===== config.mk =====
export PLATFORM = sky130hd
export DESIGN_NAME = device_path_vid_pid_extractor_core_flat
export DESIGN_NICKNAME = d
export VERILOG_FILES = /design/src/rtl/dvpx_pkg.sv /design/src/rtl/dvpx_if.sv /design/src/rtl/dvpx_char_class.sv /design/src/rtl/dvpx_parser.sv /design/src/rtl/device_path_vid_pid_extractor_core.sv /design/src/flat_wrapper.sv
export SDC_FILE = /design/constraint.sdc
export NUM_CORES = 1
export LEC_CHECK = 0
export ABC_AREA = 1
export BUFFER_PORTS_ARGS = -buffer_cell sky130_fd_sc_hd__buf_4
export CORE_UTILIZATION = 63
export DETAILED_ROUTE_END_ITERATION = 7
export HOLD_SLACK_MARGIN = 0.06
export PLACE_DENSITY = 0.85
export SLEW_MARGIN = 20
export SYNTH_ARGS = -nofsm -noshare
export SYNTH_HDL_FRONTEND = slang
export SYNTH_SLANG_ARGS = --single-unit

===== constraint.sdc =====
create_clock -name clk -period 9.99 [get_ports clk]
set_clock_uncertainty 0.1 [all_clocks]
set_input_delay 0.4995 -clock clk [delete_from_list [all_inputs] [get_ports clk]]
set_output_delay 0.4995 -clock clk [all_outputs]
set_load 0.02 [all_outputs]

===== src/rtl/dvpx_pkg.sv =====
`timescale 1ns / 1ps
`default_nettype none
// ----------------------------------------------------------------------------
// dvpx_pkg: shared types and constants for the vendor/product id extractor
// Holds character codes, the digit limit and the structs passed between the
// character classifier, the parser and the top level.
// ----------------------------------------------------------------------------
package dvpx_pkg;

	// Widths fixed by the character and id fields.
	localparam int CHAR_W = 16;
	localparam int ID_W   = 16;
	localparam int HEX_W  = 4;

	// Largest number of hex digits read for either id.
	localparam int MAX_HEX_DIGITS = 4;
	localparam int DCNT_W         = $clog2(MAX_HEX_DIGITS + 1);

	// Character codes that the parser looks for.
	localparam logic [CHAR_W-1:0] CH_NUL   = 16'h0000;
	localparam logic [CHAR_W-1:0] CH_UNDER = 16'h005F;
	localparam logic [CHAR_W-1:0] CH_AMP   = 16'h0026;
	localparam logic [CHAR_W-1:0] CH_0     = 16'h0030;
	localparam logic [CHAR_W-1:0] CH_9     = 16'h0039;
	localparam logic [CHAR_W-1:0] CH_UC_A  = 16'h0041;
	localparam logic [CHAR_W-1:0] CH_UC_F  = 16'h0046;
	localparam logic [CHAR_W-1:0] CH_LC_A  = 16'h0061;
	localparam logic [CHAR_W-1:0] CH_LC_F  = 16'h0066;
	localparam logic [CHAR_W-1:0] CH_UC_V  = 16'h0056;
	localparam logic [CHAR_W-1:0] CH_LC_V  = 16'h0076;
	localparam logic [CHAR_W-1:0] CH_UC_I  = 16'h0049;
	localparam logic [CHAR_W-1:0] CH_LC_I  = 16'h0069;
	localparam logic [CHAR_W-1:0] CH_UC_D  = 16'h0044;
	localparam logic [CHAR_W-1:0] CH_LC_D  = 16'h0064;
	localparam logic [CHAR_W-1:0] CH_UC_P  = 16'h0050;
	localparam logic [CHAR_W-1:0] CH_LC_P  = 16'h0070;

	// Offset added to the low nibble of a hex letter to give its value.
	localparam logic [HEX_W-1:0] HEX_LETTER_OFS = 4'd9;

	// Decoded view of one character.
	typedef struct packed {
		logic             is_nul;
		logic             is_hex;
		logic [HEX_W-1:0] hex;
		logic             is_v;
		logic             is_i;
		logic             is_d;
		logic             is_p;
		logic             is_under;
		logic             is_amp;
	} char_class_t;

	// One pair of ids as produced on a terminator.
	typedef struct packed {
		logic [ID_W-1:0] vendor_id;
		logic [ID_W-1:0] product_id;
	} id_pair_t;

endpackage : dvpx_pkg
`default_nettype wire


===== src/rtl/dvpx_if.sv =====
`timescale 1ns / 1ps
`default_nettype none
// ----------------------------------------------------------------------------
// dvpx_if: valid/ready channels for the vendor/product id extractor
// The character channel carries one path character a beat; the id channel
// carries one vendor/product id pair a beat.
// ----------------------------------------------------------------------------
interface dvpx_char_if;
	import dvpx_pkg::*;

	logic              valid;
	logic              ready;
	logic [CHAR_W-1:0] code_unit;

	modport source (output valid, output code_unit, input ready);
	modport sink   (input valid, input code_unit, output ready);
endinterface : dvpx_char_if

interface dvpx_id_if;
	import dvpx_pkg::*;

	logic            valid;
	logic            ready;
	logic [ID_W-1:0] vendor_id;
	logic [ID_W-1:0] product_id;

	modport source (output valid, output vendor_id, output product_id, input ready);
	modport sink   (input valid, input vendor_id, input product_id, output ready);
endinterface : dvpx_id_if
`default_nettype wire


===== src/rtl/dvpx_char_class.sv =====
`timescale 1ns / 1ps
`default_nettype none
// ----------------------------------------------------------------------------
// dvpx_char_class: character classifier
// Decodes one character into the flags and hex value that the parser uses.
// ----------------------------------------------------------------------------
module dvpx_char_class
	import dvpx_pkg::*;
(
	input  logic [CHAR_W-1:0] code_unit,
	output char_class_t       cls
);

	logic is_dec;
	logic is_uc_hex;
	logic is_lc_hex;

	// Range checks for the three groups of hex digits.
	assign is_dec    = (code_unit >= CH_0) && (code_unit <= CH_9);
	assign is_uc_hex = (code_unit >= CH_UC_A) && (code_unit <= CH_UC_F);
	assign is_lc_hex = (code_unit >= CH_LC_A) && (code_unit <= CH_LC_F);

	// Flags and digit value; letters take their low nibble plus nine.
	always_comb begin
		cls.is_nul   = (code_unit == CH_NUL);
		cls.is_hex   = is_dec || is_uc_hex || is_lc_hex;
		cls.hex      = is_dec ? code_unit[HEX_W-1:0] : code_unit[HEX_W-1:0] + HEX_LETTER_OFS;
		cls.is_v     = (code_unit == CH_UC_V) || (code_unit == CH_LC_V);
		cls.is_i     = (code_unit == CH_UC_I) || (code_unit == CH_LC_I);
		cls.is_d     = (code_unit == CH_UC_D) || (code_unit == CH_LC_D);
		cls.is_p     = (code_unit == CH_UC_P) || (code_unit == CH_LC_P);
		cls.is_under = (code_unit == CH_UNDER);
		cls.is_amp   = (code_unit == CH_AMP);
	end

endmodule : dvpx_char_class
`default_nettype wire


===== src/rtl/dvpx_parser.sv =====
`timescale 1ns / 1ps
`default_nettype none
// ----------------------------------------------------------------------------
// dvpx_parser: path parser state machine
// Matches "vid_", reads the vendor digits, matches "&pid_" and reads the
// product digits, one classified character a step. Presents the id pair that
// a terminator at this step would give.
// ----------------------------------------------------------------------------
module dvpx_parser
	import dvpx_pkg::*;
(
	input  logic        clk,
	input  logic        arst_n,
	input  logic        step,
	input  char_class_t cls,
	output id_pair_t    result
);

	typedef enum logic [3:0] {
		PH_SEARCH,
		PH_V,
		PH_VI,
		PH_VID,
		PH_VDIG,
		PH_AMP,
		PH_P,
		PH_PI,
		PH_PID,
		PH_UND,
		PH_PDIG,
		PH_OK,
		PH_FAIL
	} phase_t;

	phase_t            phase_q;
	logic [DCNT_W-1:0] dcnt_q;
	logic [ID_W-1:0]   vacc_q;
	logic [ID_W-1:0]   pacc_q;

	logic [DCNT_W-1:0] dcnt_inc;
	logic              at_limit;
	logic              ok;

	// Digit counter after this character and whether it reaches the limit.
	assign dcnt_inc = dcnt_q + DCNT_W'(1);
	assign at_limit = (dcnt_inc >= DCNT_W'(MAX_HEX_DIGITS));

	// Only a path that got as far as the product digits yields its ids.
	assign ok                = (phase_q == PH_PDIG) || (phase_q == PH_OK);
	assign result.vendor_id  = ok ? vacc_q : '0;
	assign result.product_id = ok ? pacc_q : '0;

	// State and accumulators; a terminator returns everything to reset values.
	always_ff @(posedge clk or negedge arst_n) begin
		if (!arst_n) begin
			phase_q <= PH_SEARCH;
			dcnt_q  <= '0;
			vacc_q  <= '0;
			pacc_q  <= '0;
		end else if (step) begin
			if (cls.is_nul) begin
				phase_q <= PH_SEARCH;
				dcnt_q  <= '0;
				vacc_q  <= '0;
				pacc_q  <= '0;
			end else begin
				unique case (phase_q)
					PH_SEARCH, PH_V, PH_VI, PH_VID: begin
						if (phase_q == PH_V && cls.is_i) begin
							phase_q <= PH_VI;
						end else if (phase_q == PH_VI && cls.is_d) begin
							phase_q <= PH_VID;
						end else if (phase_q == PH_VID && cls.is_under) begin
							phase_q <= PH_VDIG;
							dcnt_q  <= '0;
							vacc_q  <= '0;
						end else begin
							// A broken match restarts; a 'v' opens a new one.
							phase_q <= cls.is_v ? PH_V : PH_SEARCH;
						end
					end
					PH_VDIG: begin
						if (cls.is_hex) begin
							vacc_q <= {vacc_q[ID_W-HEX_W-1:0], cls.hex};
							dcnt_q <= dcnt_inc;
							if (at_limit) begin
								phase_q <= PH_AMP;
							end
						end else if (dcnt_q == '0) begin
							phase_q <= PH_FAIL;
						end else begin
							phase_q <= cls.is_amp ? PH_P : PH_FAIL;
						end
					end
					PH_AMP: begin
						phase_q <= cls.is_amp ? PH_P : PH_FAIL;
					end
					PH_P: begin
						phase_q <= cls.is_p ? PH_PI : PH_FAIL;
					end
					PH_PI: begin
						phase_q <= cls.is_i ? PH_PID : PH_FAIL;
					end
					PH_PID: begin
						phase_q <= cls.is_d ? PH_UND : PH_FAIL;
					end
					PH_UND: begin
						if (cls.is_under) begin
							phase_q <= PH_PDIG;
							dcnt_q  <= '0;
							pacc_q  <= '0;
						end else begin
							phase_q <= PH_FAIL;
						end
					end
					PH_PDIG: begin
						if (cls.is_hex) begin
							pacc_q <= {pacc_q[ID_W-HEX_W-1:0], cls.hex};
							dcnt_q <= dcnt_inc;
							if (at_limit) begin
								phase_q <= PH_OK;
							end
						end else begin
							phase_q <= PH_OK;
						end
					end
					PH_OK, PH_FAIL: begin
						phase_q <= phase_q;
					end
					default: begin
						phase_q <= PH_FAIL;
					end
				endcase
			end
		end
	end

endmodule : dvpx_parser
`default_nettype wire


===== src/rtl/device_path_vid_pid_extractor_core.sv =====
`timescale 1ns / 1ps
`default_nettype none
// A result beat comes from the result register, loaded when its terminator steps the parser.
// Throughput: one character per cycle while no terminator is held, set by the parser
// step between the input register and the result register.
// A terminator holds in the input register while the previous result waits.
// Reset clears both valid flags and returns the parser to the search state.
// ----------------------------------------------------------------------------
// device_path_vid_pid_extractor_core: vendor/product id extractor
// Registers each path character, classifies it and steps the parser; on the
// terminator the id pair is captured in the result register.
// ----------------------------------------------------------------------------
module device_path_vid_pid_extractor_core
	import dvpx_pkg::*;
(
	input  logic        clk,
	input  logic        arst_n,
	dvpx_char_if.sink   chars,
	dvpx_id_if.source   ids
);

	logic              valid_s1;
	logic [CHAR_W-1:0] code_s1;
	logic              out_valid_q;
	id_pair_t          out_q;

	char_class_t       cls;
	id_pair_t          result;
	logic              out_free;
	logic              proc;

	// The parser steps unless a terminator would find the result slot taken.
	assign out_free    = !out_valid_q || ids.ready;
	assign proc        = valid_s1 && (!cls.is_nul || out_free);
	assign chars.ready = !valid_s1 || proc;

	// Input register.
	always_ff @(posedge clk or negedge arst_n) begin
		if (!arst_n) begin
			valid_s1 <= 1'b0;
		end else if (chars.valid && chars.ready) begin
			valid_s1 <= 1'b1;
		end else if (proc) begin
			valid_s1 <= 1'b0;
		end
	end

	always_ff @(posedge clk) begin
		if (chars.valid && chars.ready) begin
			code_s1 <= chars.code_unit;
		end
	end

	dvpx_char_class u_class (
		.code_unit (code_s1),
		.cls       (cls)
	);

	dvpx_parser u_parser (
		.clk    (clk),
		.arst_n (arst_n),
		.step   (proc),
		.cls    (cls),
		.result (result)
	);

	// Result register, loaded when a terminator is stepped.
	always_ff @(posedge clk or negedge arst_n) begin
		if (!arst_n) begin
			out_valid_q <= 1'b0;
		end else if (proc && cls.is_nul) begin
			out_valid_q <= 1'b1;
		end else if (ids.ready) begin
			out_valid_q <= 1'b0;
		end
	end

	always_ff @(posedge clk) begin
		if (proc && cls.is_nul) begin
			out_q <= result;
		end
	end

	assign ids.valid      = out_valid_q;
	assign ids.vendor_id  = out_q.vendor_id;
	assign ids.product_id = out_q.product_id;

	// A terminator is never stepped over a result that has not been taken.
	a_no_overwrite: assert property (@(posedge clk) disable iff (!arst_n)
		proc && cls.is_nul |-> out_free)
		else $error("terminator stepped while result register still full");

	// The input side stalls only on a held terminator.
	a_stall_cause: assert property (@(posedge clk) disable iff (!arst_n)
		!chars.ready |-> valid_s1 && cls.is_nul && out_valid_q && !ids.ready)
		else $error("input stalled without a waiting terminator");

	// A stepped terminator shows a result beat in the next cycle.
	a_result_follows: assert property (@(posedge clk) disable iff (!arst_n)
		proc && cls.is_nul |=> ids.valid)
		else $error("terminator stepped but no result beat followed");

endmodule : device_path_vid_pid_extractor_core
`default_nettype wire

===== src/flat_wrapper.sv =====
// flat-port wrapper written by rule: the top's interface ports become plain ports
module device_path_vid_pid_extractor_core_flat import dvpx_pkg::*;
  (clk, arst_n, chars_valid, chars_code_unit, chars_ready, ids_valid, ids_vendor_id, ids_product_id, ids_ready);
  dvpx_char_if chars_i ();
  dvpx_id_if ids_i ();
  input  logic clk;
  input  logic arst_n;
  input wire logic [$bits(chars_i.valid)-1:0] chars_valid;
  input wire logic [$bits(chars_i.code_unit)-1:0] chars_code_unit;
  output wire logic [$bits(chars_i.ready)-1:0] chars_ready;
  output wire logic [$bits(ids_i.valid)-1:0] ids_valid;
  output wire logic [$bits(ids_i.vendor_id)-1:0] ids_vendor_id;
  output wire logic [$bits(ids_i.product_id)-1:0] ids_product_id;
  input wire logic [$bits(ids_i.ready)-1:0] ids_ready;
  assign chars_i.valid = chars_valid;
  assign chars_i.code_unit = chars_code_unit;
  assign chars_ready = chars_i.ready;
  assign ids_valid = ids_i.valid;
  assign ids_vendor_id = ids_i.vendor_id;
  assign ids_product_id = ids_i.product_id;
  assign ids_i.ready = ids_ready;
  device_path_vid_pid_extractor_core u_core (.clk(clk), .arst_n(arst_n), .chars(chars_i), .ids(ids_i));
endmodule

Yosys cells after proc, flatten, opt, wreduce, memory -nomap -nowiden. Cells that the tools add are included.

Equal/unequal tests: 32. Reductions and logical operators: 37. $lt $le $gt $ge: 7. $add $sub $neg: 2. Multiplexer cells: 38.

Operators by type and width (number): $eq A16 B7 Y1 const B (9); $mux W16 (8); $pmux W16 S2 (2); $mux W3 (12); $mux W4 (9); $pmux W4 S9 (1); $ge A16 B7 Y1 const B (2); $le A16 B7 Y1 const B (2); $eq A4 B4 Y1 const B (5); $eq A16 B6 Y1 const B (1); $eq A4 B3 Y1 const B (4); $ge A16 B6 Y1 const B (1); $le A16 B6 Y1 const B (1); $logic_not A16 Y1 (1); $ne A3 B2 Y1 const B (4); $logic_or A1 B1 Y1 (10); $logic_and A1 B1 Y1 (9); $ne A3 B1 Y1 const B (3); $pmux W3 S3 (1); $eq A4 B2 Y1 const B (2); $ne A4 B3 Y1 const B (2); $reduce_and A4 Y1 (2); $reduce_and A7 Y1 (1); $reduce_and A6 Y1 (1); 14 further kinds (23).

Logic and storage cells: 125. Input port bits: 20. Flip-flop bits (word level): 89.

Logic depth before layout (Yosys ltp). Gate-level depths: netlist of run 1.

Word-level depth: 8. Mapped depth: 15. Mapped depth without buffers: 15.

By module. From an unflattened synthesis of run 1, not the netlist that was laid out.

Cells, all modules: 526. Area, all modules: 4513.1 um^2.

By module, submodules not included: dvpx_parser (instances 1, area each 2553.7 um^2, sequential area each 975.9 um^2, cells each 384); device_path_vid_pid_extractor_core (instances 1, area each 1551.5 um^2, sequential area each 1491.4 um^2, cells each 63); dvpx_char_class (instances 1, area each 407.9 um^2, sequential area each 0.0 um^2, cells each 79).

Worst setup path after synthesis of run 1. OpenSTA, ideal clock, no wires.

Path type: reg2reg. From: register u_core.code_s1[1]. To: register u_core.u_parser.phase_q[0]. Data required time: 9771 ps. Stages on the path, launching flop included: 13. Period minus slack after synthesis: 3246 ps. Path slack: 6744 ps. Buffers on the path: 0. Arrival time: 3027 ps. Path through: edfxtp_1 inv_1 ha_1 nand2_1 nor2_2 nand2_2 inv_4 nand2_2 nand2_2 nor2_1 inv_1 nand3_1 nand2_1.

Longest elaborated chain between the ends: 8. Elaborated cells on any way between the ends: 45.

RTL lines: from (decl) (RTL line device_path_vid_pid_extractor_core.sv:23) `logic [CHAR_W-1:0] code_s1;`; from (signal assigned) (RTL line device_path_vid_pid_extractor_core.sv:50) `code_s1 <= chars.code_unit;`; branches (longest 8 deep; another with $ge A16 B6 Y1); to (signal assigned) (RTL line dvpx_parser.sv:79) `phase_q <= cls.is_v ? PH_V : PH_SEARCH;`; to (signal assigned) (RTL line dvpx_parser.sv:92) `phase_q <= cls.is_amp ? PH_P : PH_FAIL;`; to (signal assigned) (RTL line dvpx_parser.sv:96) `phase_q <= cls.is_amp ? PH_P : PH_FAIL;`; to (decl) (RTL line dvpx_parser.sv:35) `phase_t phase_q;`.

Parallel ways; which one is timed is not known. A chain may end at the register's enable or synchronous reset.

Worst setup path after layout of run 1.
From: register u_core.code_s1[1]. To: register u_core.u_parser.pacc_q[15].

Longest elaborated chain between the ends: 6. Elaborated cells on any way between the ends: 21.

RTL lines: $ge A16 B6 Y1, or another cell as far along (RTL line dvpx_char_class.sv:19) `assign is_dec = (code_unit >= CH_0) && (code_unit <= CH_9);`; $logic_and A1 B1 Y1, on equally long branches (RTL line dvpx_char_class.sv:19, dvpx_char_class.sv:20); $logic_or A1 B1 Y1 (2 in series) (RTL line dvpx_char_class.sv:26) `cls.is_hex = is_dec || is_uc_hex || is_lc_hex;`; $ne A3 B1 Y1 (no line); $reduce_and A4 Y1 (no line); to (signal assigned) (RTL line dvpx_parser.sv:118) `pacc_q <= {pacc_q[ID_W-HEX_W-1:0], cls.hex};`; to (decl) (RTL line dvpx_parser.sv:38) `logic [ID_W-1:0] pacc_q;`.

Parallel ways exist; a longest one is shown, timed or not.

==> results.toml, run 1 <==
[run_status]
outcome = "finished clean"

[logic_synthesis]
synthDominantCellAreaShare_pct = 31.46
yosys_warnings = 0
synthDistinctLibCells = 39
synthCells = 515
synth_area_um2 = 4582
synth.net_count = 542
synth_area_leaders = "edfxtp_1 (31%), dfrtp_1 (22%), nand2_1 (9.3%)"
synthArstFlopShare_pct = 46.07
synthTopCellsByCount = "nand2_1 (113), nor2_1 (88), inv_1 (62)"
yosys.cell_count.top_type = "nand2_1"
synth_flop_cell = "edfxtp_1"
post_synth.cell_area_avg_um2 = 8.897
synth_top_cell_by_area = "edfxtp_1"
synth_edf_count = 48
ys_seq_elements = 89
ys_seq_area_share_pct = 53.85

[sta]
fmax_ghz = 0.3959
hold_viol = 0
worst_slack_ps = 7464
worstMarginPinSlew_ps = 984.0
slew_headroom_pct = 34.33
post-route-period-util_pct = 25.28
finalSetupTns_ps = 0
finalSetupViolations = 0
period_needed_ps = 2526
rsz0062_at_grt = "false"
maxSlewViolCount = 0

[global_route]
antenna_found_initial = 0
track_usage_pct = 24.14
grt_max_degree = 42
grt_pass1_wl_mm = 14.12
grt_pass1_vias = 3216
grt_remaining_overflow = 0

[worst_setup_path]
worstPathMaxFanout = 19
reg2reg_slack_ps = 7460
worst_ep_required_time_ps = 10170
arrival_ps = 2700
end_kind = "register"
startpoint_type = "register"
worstSetupPathType = "register to register"

[clock_tree]
cts_tree = "built"
cts_sinks = 89
clockRootBuffer = "clkbuf_8"
worstSkewPairLatency_ps = 350
cts_resized = 0
cts_max_level = 3
clk_pin_slew_ps = 90
numCtsBuffers = 9
cts.path.max_buffers = 2

[finish]
syn_to_final_growth_pct = 13.54
multi_input_comb_area_um2 = 1733
diodes = 0
drive_gt1_share_pct = 23.52
fillers = 516
fin_nets = 596
layout.area.seq_um2 = 2467

[job]
maxCapViolations = 0

[die]
initial_core_util_pct = 66.34
num_rows = 30
fp.dieH_um = 87.28
core-area_um2 = 6907
die_width_um = 87.28
dieArea_um2 = 7618
io_pins = 54

[placed_design]
place_hpwl_mm = 5.876
numPortBuffers = 53
finalWeightedCongestion = 0.8777
dp_slack_ps = 7356

[pwr]
power_density_nw_per_um2 = 124.0
leakage_uw = 0.002161
total_power_uw = 644.9
vdd.ir_drop.worst_mv = 0.08858

[drt]
vias_per_cell = 5.137
drt_iter0_markers = 177
wl_mm = 8.356
firstDrtPassIters = 5
antenna_left = 0
post_drt_wl_per_cell_um = 12.47
route.detailed.drc = 0
vias = 3442

[hold_path]
hold_class = "input port to register"
## registers in the layout, indices dropped and copies added, names as in the netlist
name                     cells
u_core.u_parser.phase_q      4
u_core.code_s1              16
u_core.ids.vendor_id        16
u_core.ids.product_id       16
u_core.u_parser.dcnt_q       3
u_core.u_parser.vacc_q      16
u_core.valid_s1              1
u_core.ids.valid             1
u_core.u_parser.pacc_q      16
## per-stage QoR
step / std cells / area (µm²) / hold slack [ps] / utilization, %
after global routing: 670 / 5202 / 201.8 / 75.33
after floorplan: 515 / 4582 / 103.9 / -
after global placement: 652 / 4999 / 354.2 / 72.37
after CTS: 669 / 5187 / 209.7 / 75.11
after detailed placement: 652 / 4999 / 358.0 / 72.37
final: 670 / 5202 / 219.5 / 75.33
## cells by family (layout without fill, tap and decap cells)
kind of cell,count (synthesis),after routing,share of synthesized area (%)
buffers and inverters,84,143,8.383
and+or+nand+nor,291,291,28.92
DFF,89,89,53.85
AOI/OAI and AO/OA,40,40,6.172
adders and majority gates,7,7,1.911
xor gates and xnor gates,4,4,0.7645
## layer usage
metal  global-route usage (%)  vias up  wire length (µm)
met4                    10.73        0               203
met3                    5.118       18               331
li1                         -     1736                 -
met5                        0        -                 0
met2                    40.98       98              4170
met1                    29.70     1590              3651
## worst paths after layout
check | startpoint | to | depth (start not counted)
max in group asynchronous | arst_n | u_core.u_parser.pacc_q[1] | 2
max | u_core.code_s1[1] | u_core.u_parser.pacc_q[15] | 11
min in group asynchronous | arst_n | u_core.u_parser.phase_q[3] | 2
max reg2reg | u_core.code_s1[1] | u_core.u_parser.pacc_q[15] | 11
min | chars_code_unit[6] | u_core.code_s1[6] | 1
min reg2reg | u_core.u_parser.vacc_q[11] | u_core.u_parser.vacc_q[11] | 2
## layout by cell type (no fill, tap or decap), types with 2 or more instances in the layout
cell type / synthesis / layout
nor2_1: 88 / 87
o21ai_2: 16 / 16
clkinvlp_4: 0 / 2
buf_4: 4 / 55
nor3_2: 2 / 2
or2_2: 3 / 3
o21ai_1: 5 / 5
nor3_1: 3 / 3
nand4_1: 4 / 4
a21oi_1: 8 / 8
o21ai_0: 6 / 6
nor2_4: 2 / 2
edfxtp_1: 48 / 48
nand2_2: 21 / 21
nor2_2: 4 / 5
clkbuf_8: 0 / 10
xor2_1: 4 / 4
dfrtp_1: 41 / 41
inv_2: 7 / 7
inv_1: 62 / 62
nand3_1: 41 / 41
nand2_4: 3 / 3
nand2_1: 113 / 113
inv_6: 0 / 2
ha_1: 7 / 7
## what timing repair did
action | in CTS | in global routing
hold endpoints to repair | 41 | 0
hold buffers | 1 | 0
setup buffers | 0 | 0
## critical path, stage by stage (launching register included)
cell	delay, ps
edfxtp_1	460
inv_1	110
ha_1	220
nand3b_1	180
nand2_1	80
nand3_1	70
nand2_1	130
nand3_4	120
o21ai_4	590
buf_8	260
nand2_1	80
o21ai_2	60
## cell type report
type	count	share of cell area [%]
Sequential cell	89	47.43
Multi-Input combinational cell	342	33.31
Timing Repair Buffer	57	8.418
Inverter	70	5.099
Clock buffer	11	2.718
Tap cell	96	2.309
Clock inverter	5	0.7215
## where the power goes
group          internal, µW  switching, µW
Clock                  98.7            128
Combinational          9.94           15.1
Sequential              390           4.07
No activity file was read; power rests on OpenSTA's default activity.
==> inputs of run 2 (changes only) <==
CORE_UTILIZATION = 53   (was 63)
PLACE_DENSITY = 0.76   (was 0.85)
clock period = 2.2 ns   (was 9.99 ns; I/O delays follow)
==> run 2 against run 1 <==
Flip-flop and latch count stayed put. Highest routed layer unchanged. Final area increased by 9.4%. Global-route usage shrank 1.6 points. Sequential share of layout area fell by 4.1 points. Largest power group unchanged. Non-clock buffer count up 39.
==> results.toml, run 2 (synthesis gave the netlist of run 1 again) <==
[run_status]
outcome = "finished clean"

[pwr]
seqPwrFrac_pct = 57.6
combPwrFrac_pct = 5.5
power_density_nw_per_um2 = 544.2
pwr-share-clk_pct = 37.0
leakage_uw = 0.002383
p_int_uw = 2407
p_switching_uw = 689.7
p_sw_share_pct = 22.28
vdd.ir_drop.worst_mv = 0.4340

[clock_tree]
clockRootBuffer = "clkbuf_8"
cts_tree = "built"
cts_max_level = 3
cts.path.max_buffers = 2
cts_sinks = 89
clk_pin_slew_ps = 90
numCtsBuffers = 9
worstSkewPairLatency_ps = 360

[worst_setup_path]
worstPathMaxFanout = 6
crit_family = "simple AND/OR/NAND/NOR gates"
cpPeakStageDelay_ps = 410
reg2reg_slack_ps = 80
arrival_ps = 2270
path_cells = "buf_4, ha_1, nand3_1, nor3_4, nand3_1, nand3_1, nand2_2, nor2_1, nand2_1, o21ai_1, inv_1"
cpMostUsedCell = "nand3_1"
crit_path_top_delay_cell = "edfxtp_1"
worstSetupPathType = "register to register"
crit_buf_inv = 2
worstRegToRegCells = 11
worst_ep_required_time_ps = 2350
end_kind = "register"
rr_startpoint = "u_core.code_s1[0]"
crit-reg2reg-capture = "u_core.u_parser.dcnt_q[0]"
startpoint_type = "register"

[placed_design]
place_hpwl_mm = 6.349
dpl-instance-area_um2 = 5206
dp_slack_ps = 97.08
finalWeightedCongestion = 0.9471
numPortBuffers = 53

[die]
core-area_um2 = 8299
io_pins = 54
initial_core_util_pct = 55.21
dieArea_um2 = 9021
num_rows = 33
fp.dieH_um = 94.98
die_width_um = 94.98

[global_route]
antenna_found_initial = 0
grt_max_degree = 42
track_usage_pct = 22.54
grt_remaining_overflow = 0
grt_pass1_wl_mm = 15.44
grt_pass1_vias = 3386

[finish]
drive_gt1_share_pct = 26.59
syn_to_final_growth_pct = 24.17
diodes = 0
layout_commonest_cell = "nand2_1"
final_cell_mix = "nand2_1 (110), nor2_1 (87), buf_4 (70)"
fin_area_um2 = 5689
fillers = 631
fin_nets = 636

[sta]
post-route-period-util_pct = 96.44
maxSlewViolCount = 0
finalSetupViolations = 0
hold_viol = 0
worst_slack_ps = 78.25
fmax_ghz = 0.4713
finalSetupTns_ps = 0
worstMarginPinSlew_ps = 535.1
period_needed_ps = 2122
slew_headroom_pct = 64.33

[drt]
post_drt_wl_per_cell_um = 12.97
wl_mm = 9.310
drt_iter0_markers = 182
vias = 3606
firstDrtPassIters = 5
route.detailed.drc = 0
antenna_left = 0
vias_per_cell = 5.022

[hold_path]
hold_class = "input port to asynchronous set/reset pin"

[job]
maxCapViolations = 0
[run 2: cell count changes in the layout (fill, tap and decap cells not counted), sizes merged]
cell	delta
buf	+20
bufinv	+1
clkinvlp	-2
dlygate4sd3	+19
nor2	+1
[run 2: worst max-delay path by stage]
stage	startpoint	to	depth (start not counted)
4_1_cts	u_core.code_s1[0]	u_core.u_parser.pacc_q[2]	15
5_1_grt	u_core.code_s1[0]	u_core.u_parser.dcnt_q[0]	11
6_report	u_core.code_s1[0]	u_core.u_parser.dcnt_q[0]	11
2_1_floorplan	u_core.code_s1[1]	u_core.u_parser.phase_q[0]	12
3_3_place_gp	u_core.code_s1[15]	u_core.ids.product_id[1]	7
3_5_place_dp	u_core.code_s1[0]	u_core.u_parser.pacc_q[2]	15
[run 2: area by class of cell]
cell class / count / area (µm²) / area share (%)
Inverter: 70 / 267.8 / 4.706
Clock buffer: 11 / 141.4 / 2.485
Timing Repair Buffer: 96 / 845.8 / 14.87
Sequential cell: 89 / 2467 / 43.37
Tap cell: 105 / 131.4 / 2.309
Multi-Input combinational cell: 343 / 1783 / 31.34
Clock inverter: 4 / 52.55 / 0.9237
[run 2: power by group through the flow]
stage               Clock (µW)  Combinational (µW)  Sequential [µW]
floorplan                    0                62.8             1820
global placement             0                 128             1820
detailed placement           0                 133             1820
CTS                       1160                 162             1780
global route              1250                 187             1780
finish                    1140                 169             1780
[run 2: layer usage]
layer  wire length (µm)  GRT usage [%]
met4                154          7.449
met3                442          5.233
met2               4736          37.95
met5                  0              0
met1               3976          28.59
[run 2: worst register-to-register path, delay by kind of cell (launching register included)]
kind | cells | cell delay [ps]
adder cells (fa/ha/maj) | 1 | 170
AND/OR/NAND/NOR | 7 | 980
AO/OA/AOI/OAI | 1 | 160
flip-flops | 1 | 410
buffers and inverters | 2 | 180
[run 2: stage by stage]
| stage | instances | hold slack (ps) | util [%] | power, µW |
|---|---|---|---|---|
| 6_report | 718 | 168.6 | 68.55 | 3096 |
| 2_1_floorplan | 515 | -285.6 | - | 1879 |
| 4_1_cts | 711 | 184.5 | 67.48 | 3100 |
| 5_1_grt | 718 | 218.3 | 68.55 | 3219 |
| 3_3_place_gp | 676 | 15.11 | 62.73 | 1946 |
| 3_5_place_dp | 676 | 28.70 | 62.73 | 1951 |
[run 2: what timing repair did]
action / CTS / global route
endpoints found under the setup margin: 0 / 83
hold buffers: 20 / 0
endpoints found under the hold margin: 59 / 0
setup buffers: 0 / 6
resized for setup: 0 / 10
